File: config.mk
export PLATFORM = sky130hd
export DESIGN_NAME = i2c_register_read_sequencer
export DESIGN_NICKNAME = d
export VERILOG_FILES = /design/src/rtl/i2crs_pkg.sv /design/src/rtl/i2crs_step.sv /design/src/rtl/i2c_register_read_sequencer.sv
export SDC_FILE = /design/constraint.sdc
export NUM_CORES = 1
export LEC_CHECK = 0
export BUFFER_PORTS_ARGS = -buffer_cell sky130_fd_sc_hd__buf_2
export CORE_UTILIZATION = 52
export CTS_BUF_LIST = sky130_fd_sc_hd__clkbuf_4
export DETAILED_ROUTE_END_ITERATION = 8
export PLACE_DENSITY = 0.81
export SLEW_MARGIN = 20
export SYNTH_ARGS = -nofsm -noshare
export SYNTH_HDL_FRONTEND = slang
export SYNTH_HIERARCHICAL = 1
export SYNTH_SLANG_ARGS = --single-unit
File: constraint.sdc
create_clock -name aclk -period 4.6 [get_ports aclk]
set_clock_uncertainty 0.2 [all_clocks]
set_input_delay 0.69 -clock aclk [delete_from_list [all_inputs] [get_ports aclk]]
set_output_delay 0.69 -clock aclk [all_outputs]
set_load 0.02 [all_outputs]
File: src/rtl/i2crs_pkg.sv
// shared types and constants for the i2c register read sequencer
// used by i2crs_step and i2c_register_read_sequencer; depends on nothing
package i2crs_pkg;

    // item opcodes
    typedef enum logic [1:0] {
        OP_START = 2'd0,
        OP_EVENT = 2'd1,
        OP_FETCH = 2'd2,
        OP_NONE  = 2'd3
    } opcode_t;

    // actions requested from the bus controller
    typedef enum logic [2:0] {
        ACT_NONE    = 3'd0,
        ACT_START   = 3'd1,
        ACT_SEND    = 3'd2,
        ACT_RESTART = 3'd3,
        ACT_RECEIVE = 3'd4,
        ACT_ACK     = 3'd5,
        ACT_STOP    = 3'd6
    } action_t;

    // step codes of the read sequence
    localparam logic [3:0] STEP_IDLE      = 4'd0;
    localparam logic [3:0] STEP_WR_ADDR   = 4'd1;
    localparam logic [3:0] STEP_COMMAND   = 4'd2;
    localparam logic [3:0] STEP_RESTART   = 4'd3;
    localparam logic [3:0] STEP_RD_ADDR   = 4'd4;
    localparam logic [3:0] STEP_RX_EN     = 4'd5;
    localparam logic [3:0] STEP_RX_LOW    = 4'd6;
    localparam logic [3:0] STEP_RX_HIGH   = 4'd7;
    localparam logic [3:0] STEP_STOP      = 4'd8;
    localparam logic [3:0] STEP_FINISH    = 4'd9;
    localparam logic [3:0] STEP_ERROR     = 4'd10;
    localparam logic [3:0] STEP_ERR_STOP  = 4'd11;
    localparam logic [3:0] STEP_ERR_CLEAR = 4'd12;

    localparam logic [6:0] DEV_ADDR_RESET = 7'd104;

    // one input word, first field highest
    typedef struct packed {
        logic [7:0] received_byte;
        logic       stop_seen;
        logic       receive_full;
        logic       ack_received;
        logic [7:0] command_byte;
        opcode_t    opcode;
    } item_t;

    // one result word, first field highest
    typedef struct packed {
        logic        busy_res;
        logic [15:0] reading;
        logic [7:0]  transmit_byte;
        action_t     bus_action;
    } result_t;

endpackage

File: src/rtl/i2crs_step.sv
// sequencer state and the combinational step rule
// depends on i2crs_pkg
module i2crs_step (
    input  logic              aclk,
    input  logic              aresetn,
    input  logic              advance,
    input  i2crs_pkg::item_t  item,
    input  logic [6:0]        device_address,
    output i2crs_pkg::result_t result
);
    import i2crs_pkg::*;

    logic [3:0] step_reg, step_next;
    logic       active_reg, active_next;
    logic [7:0] command_reg, command_next;
    logic [7:0] low_reg, low_next;
    logic [7:0] high_reg, high_next;
    logic [3:0] step_inc;

    assign step_inc = step_reg + 4'd1;

    // step rule
    always_comb begin
        step_next     = step_reg;
        active_next   = active_reg;
        command_next  = command_reg;
        low_next      = low_reg;
        high_next     = high_reg;
        result        = '0;
        result.bus_action = ACT_NONE;
        unique case (item.opcode)
            OP_START: begin
                active_next       = 1'b1;
                command_next      = item.command_byte;
                step_next         = STEP_IDLE;
                result.bus_action = ACT_START;
            end
            OP_EVENT: begin
                if (active_reg) begin
                    step_next = step_inc;
                    unique case (step_inc)
                        STEP_WR_ADDR: begin
                            result.bus_action    = ACT_SEND;
                            result.transmit_byte = {device_address, 1'b0};
                        end
                        STEP_COMMAND: begin
                            if (item.ack_received) begin
                                result.bus_action    = ACT_SEND;
                                result.transmit_byte = command_reg;
                            end else begin
                                step_next = STEP_ERROR;
                            end
                        end
                        STEP_RESTART: begin
                            if (item.ack_received) result.bus_action = ACT_RESTART;
                            else step_next = STEP_ERROR;
                        end
                        STEP_RD_ADDR: begin
                            result.bus_action    = ACT_SEND;
                            result.transmit_byte = {device_address, 1'b1};
                        end
                        STEP_RX_EN: begin
                            if (item.ack_received) result.bus_action = ACT_RECEIVE;
                            else step_next = STEP_ERROR;
                        end
                        STEP_RX_LOW: begin
                            if (item.receive_full) begin
                                low_next          = item.received_byte;
                                result.bus_action = ACT_RECEIVE;
                            end else begin
                                step_next = STEP_ERROR;
                            end
                        end
                        STEP_RX_HIGH: begin
                            if (item.receive_full) begin
                                high_next         = item.received_byte;
                                result.bus_action = ACT_ACK;
                            end else begin
                                step_next = STEP_ERROR;
                            end
                        end
                        STEP_STOP, STEP_ERR_STOP: begin
                            result.bus_action = ACT_STOP;
                        end
                        STEP_FINISH, STEP_ERR_CLEAR: begin
                            if (!item.stop_seen || step_inc == STEP_ERR_CLEAR) begin
                                low_next  = '0;
                                high_next = '0;
                            end
                            step_next   = STEP_IDLE;
                            active_next = 1'b0;
                        end
                        default: begin
                            step_next   = STEP_IDLE;
                            active_next = 1'b0;
                        end
                    endcase
                end
            end
            OP_FETCH: begin
                result.reading = {high_reg, low_reg};
                low_next       = '0;
                high_next      = '0;
            end
            default: ;
        endcase
        result.busy_res = active_next;
    end

    // control state
    always_ff @(posedge aclk) begin
        if (!aresetn) begin
            step_reg    <= STEP_IDLE;
            active_reg  <= 1'b0;
            command_reg <= '0;
            low_reg     <= '0;
            high_reg    <= '0;
        end else if (advance) begin
            step_reg    <= step_next;
            active_reg  <= active_next;
            command_reg <= command_next;
            low_reg     <= low_next;
            high_reg    <= high_next;
        end
    end

endmodule

File: src/rtl/i2c_register_read_sequencer.sv
// top level of the i2c register read sequencer: stream ports, apb register
// depends on i2crs_pkg and i2crs_step
//
// Usage:
//   s_ channel carries one word per controller request or bus event:
//   s_tuser is the opcode (start read, bus event, fetch), s_tdata the rest.
//   m_ channel returns exactly one result word per accepted input word:
//   the bus action to perform, the byte to send, the fetched reading and
//   the busy flag.
//   The apb port holds the seven-bit device address (reset 104) at
//   address 0; write it only while no word is in flight.
//   Each word passes an input register, then the combinational step rule,
//   then the result register, which drives m_tvalid.
//   Throughput is one word per cycle while m_tready stays high; the step
//   rule is combinational and the state updates on each advance, so
//   consecutive words never wait on each other.
//   When m_tready is low with a result waiting, the result register holds,
//   the input register still takes one more word if it is empty, and
//   s_tready then drops until the result is taken.
//   Reset (aresetn low, synchronous) empties both registers, returns the
//   sequence to idle and clears the stored command and data bytes.
module i2c_register_read_sequencer (
    input  logic        aclk,
    input  logic        aresetn,
    // input words
    input  logic        s_tvalid,
    output logic        s_tready,
    input  logic [23:0] s_tdata,  // command_byte[7:0], ack_received[8],
                                  // receive_full[9], stop_seen[10],
                                  // received_byte[18:11], zero[23:19]
    input  logic [1:0]  s_tuser,  // opcode[1:0]
    // result words
    output logic        m_tvalid,
    input  logic        m_tready,
    output logic [31:0] m_tdata,  // bus_action[2:0], transmit_byte[10:3],
                                  // reading[26:11], busy_res[27], zero[31:28]
    // configuration
    input  logic        psel,
    input  logic        penable,
    input  logic        pwrite,
    input  logic [2:0]  paddr,
    input  logic [31:0] pwdata,
    output logic [31:0] prdata,
    output logic        pready
);
    import i2crs_pkg::*;

    logic       in_valid_reg;
    item_t      in_item_reg;
    logic       out_valid_reg;
    result_t    out_result_reg;
    result_t    step_result;
    logic       advance;
    logic [6:0] dev_addr_reg;
    item_t      s_item;

    // unpack the input word
    assign s_item.opcode        = opcode_t'(s_tuser);
    assign s_item.command_byte  = s_tdata[7:0];
    assign s_item.ack_received  = s_tdata[8];
    assign s_item.receive_full  = s_tdata[9];
    assign s_item.stop_seen     = s_tdata[10];
    assign s_item.received_byte = s_tdata[18:11];

    // handshake
    assign advance  = in_valid_reg && (!out_valid_reg || m_tready);
    assign s_tready = !in_valid_reg || advance;

    // input register
    always_ff @(posedge aclk) begin
        if (!aresetn) begin
            in_valid_reg <= 1'b0;
        end else if (s_tready) begin
            in_valid_reg <= s_tvalid;
        end
    end

    always_ff @(posedge aclk) begin
        if (s_tvalid && s_tready) begin
            in_item_reg <= s_item;
        end
    end

    i2crs_step u_step (
        .aclk           (aclk),
        .aresetn        (aresetn),
        .advance        (advance),
        .item           (in_item_reg),
        .device_address (dev_addr_reg),
        .result         (step_result)
    );

    // result register
    always_ff @(posedge aclk) begin
        if (!aresetn) begin
            out_valid_reg <= 1'b0;
        end else if (advance) begin
            out_valid_reg <= 1'b1;
        end else if (m_tready) begin
            out_valid_reg <= 1'b0;
        end
    end

    always_ff @(posedge aclk) begin
        if (advance) begin
            out_result_reg <= step_result;
        end
    end

    assign m_tvalid = out_valid_reg;
    assign m_tdata  = {4'b0, out_result_reg};

    // configuration register
    always_ff @(posedge aclk) begin
        if (!aresetn) begin
            dev_addr_reg <= DEV_ADDR_RESET;
        end else if (psel && penable && pwrite && pready && !paddr[2]) begin
            dev_addr_reg <= pwdata[6:0];
        end
    end

    assign pready = 1'b1;
    assign prdata = paddr[2] ? 32'd0 : {25'd0, dev_addr_reg};

endmodule

==> qor.yml <==
slew_headroom_pct: 43.4
grt_pass1_wl_microns: 12400
multiInputGateArea_sq_um: 1580
start_util_pct: 54.8
wl_microns: 7850
clock-root-buffer: "clkbuf_4"
ys.flop_type: "edfxtp_1"
portBuffers: 72
die_y_microns: 90.4
grt_max_degree: 35
vias: 2903
register_area_sq_um: 2230
h-tree-depth: 3
wl_per_cell_microns: 14.8
gp_congestion: 0.935
critPathBufInv: 1
drc: 0
cts.sinks: 87
diodes: 0
hold_buffers: 0
p_sw_mw: 0.339
pwr_density_cell_nw_per_um2: 320
first_global_vias: 2580
postCtsSetupBuffers: 0
yosys.cell_types.count: 57
async_flop_share_pct: 0
p_leak_nw: 1.83
rrSetupSlack_ns: 1.49
cts_resized: 0
area_delta_synth_final_pct: 11.0
clk_path_buf_depth: 2
yosysWarningCount: 6
post-route-util_pct: 60.8
die_width_microns: 90.4
intPower_mw: 1.10
n_fill_cell: 598
core_area_sq_um: 7410
clockPowerShare_pct: 31.8
drt-initial-drc-count: 203
crit_path_start_kind: "register"
required_ns: 4.75
path_cells: "inv_1 > ha_1 > o221ai_1 > o21ai_0 > nor4b_4 > a32o_1"
seqPwrFrac_pct: 59.8
yosys.area.top_type_share_pct: 36.2
hold_path_class: "in -> reg"
synth.ff_latch_count: 87
io_pins: 135
setup-violations-final: 0
fin_tns_setup_ns: 0
gr-usage-all-layers_pct: 19.4
drive_gt1_share_pct: 24.1
drv_cap: 0
syn_area_sq_um: 4060
cpMaxStageDelayCell: "nor4b_4"
r2r_cells: 6
cp_max_fo: 16
status: "completed"
slowest_delay_ns: 0.75
period_share_pct: 67.6
fin_crit_ns: 3.11
clk_pin_slew_ns: 0.13
synth_most_common_cell: "edfxtp_1"
die_area_sq_um: 8160
cp-end-kind: "register"
dp_hpwl_microns: 5610
cp_num_cells: 6
seq_area_frac_synth_pct: 55.0
antenna_found_initial: 0
grt-ovfl-total: 0
synthTopCellsByCount: "edfxtp_1, dfxtp_1, nand2_1"
p_comb_share_pct: 8.4
avgSynthCellArea_sq_um: 11.2
critical_path.top_delay_family: "compound AO/OA/AOI/OAI gates"
finalPower_mw: 1.44
vias_per_cell: 5.48
crit_end: "u_step/high_reg[2]"
fmaxAchievable_mhz: 321
largest_reg_flops: 28
arrival_ns: 3.26
rsz0062_at_grt: "no"
p_sw_share_pct: 23.5
numCtsBuffers: 9
slew_viol_final: 0
fin_nets: 502
reg2reg_to: "u_step/high_reg[2]"
finalHoldViolCount: 0
first_pass_iters: 5
ir_worst_vdd_mv: 0.212
row_count: 31
reg2reg_from: "u_step/step_reg[0]"
netlist_top_cells_area: "edfxtp_1, dfxtp_1, buf_4"
crit_start: "u_step/step_reg[0]"
synth_edf_count: 49
postSynthCellCount: 361
path_class: "reg -> reg"
tightest_slew_ns: 0.849
drtAntennaViolNets: 0
insertion_delay_ns: 0.41
cts_tree: "built"
synth_top_cell_by_area: "edfxtp_1"
[worst min-delay path by stage]
stage                            start                  to  slack (ns)  cells past startpoint
detailed placement   u_step/low_reg[1]   u_step/low_reg[1]        0.25                      1
global route               s_tdata[18]     in_item_reg[20]        0.20                      1
global placement     u_step/low_reg[2]   u_step/low_reg[2]        0.24                      1
floorplan           u_step/high_reg[0]  u_step/high_reg[0]        0.23                      1
finish                      s_tuser[1]      in_item_reg[1]        0.24                      1
CTS                        s_tdata[18]     in_item_reg[20]        0.21                      1
[layout make-up]
cell class / instances / area share, %
Multi-Input combinational cell: 243 / 35.0
Clock buffer: 9 / 1.50
Inverter: 12 / 1.00
Sequential cell: 87 / 49.5
Tap cell: 99 / 2.75
Clock inverter: 6 / 1.86
Timing Repair Buffer: 74 / 8.33
[per-stage QoR]
step | cell area (sq um) | instances | hold WS [ns] | setup slack, ns
finish | 4510 | 530 | 0.238 | 1.49
CTS | 4510 | 530 | 0.208 | 1.58
global placement | 4350 | 515 | 0.238 | 1.66
detailed placement | 4350 | 515 | 0.246 | 1.54
floorplan | 4170 | 389 | 0.234 | 0.856
global route | 4510 | 530 | 0.198 | 1.38
[layout by cell type (no fill, tap or decap), drive strengths merged, types with 3 or more instances in the layout]
cell type / count
a21boi: 3
a21oi: 16
a22oi: 8
a31oi: 3
a32o: 17
and2: 17
and2b: 7
and3: 5
buf: 74
clkbuf: 9
conb: 30
dfxtp: 38
edfxtp: 49
ha: 7
inv: 13
mux2i: 8
nand2: 37
nand2b: 3
nand3: 3
nor2: 16
nor2b: 10
nor3: 3
o21ai: 11
o311a: 3
[layer usage]
| metal | track usage, % | wire [microns] | up-vias |
|---|---|---|---|
| met5 | 0 | 0 | - |
| met4 | 7.93 | 112 | 0 |
| met3 | 4.38 | 461 | 10 |
| met2 | 33.3 | 4030 | 139 |
| met1 | 23.6 | 3250 | 1358 |
| li1 | - | - | 1396 |
[worst register-to-register path, stage by stage (launching register included)]
cell,delay [ns]
dfxtp_1,0.59
inv_1,0.17
ha_1,0.40
o221ai_1,0.40
o21ai_0,0.25
nor4b_4,0.75
a32o_1,0.29
[cell families after synthesis]
group	after synthesis	synth area share, %
AND/OR/NAND/NOR	112	15.0
flip-flops	87	55.0
AO/OA/AOI/OAI	82	15.6
buffers and inverters	59	8.91
multiplexers	9	2.25
adder cells (fa/ha/maj)	8	2.40
other	2	0.185
XOR/XNOR	2	0.616
[power by group through the flow]
stage | Sequential [mW] | Combinational [mW] | Clock [mW]
6_report | 0.861 | 0.121 | 0.459
5_1_grt | 0.864 | 0.130 | 0.499
4_1_cts | 0.861 | 0.121 | 0.468
3_5_place_dp | 0.879 | 0.120 | 0
3_3_place_gp | 0.878 | 0.117 | 0
2_1_floorplan | 0.887 | 0.0910 | 0
Note: power is estimated with default switching activity, not from simulation.
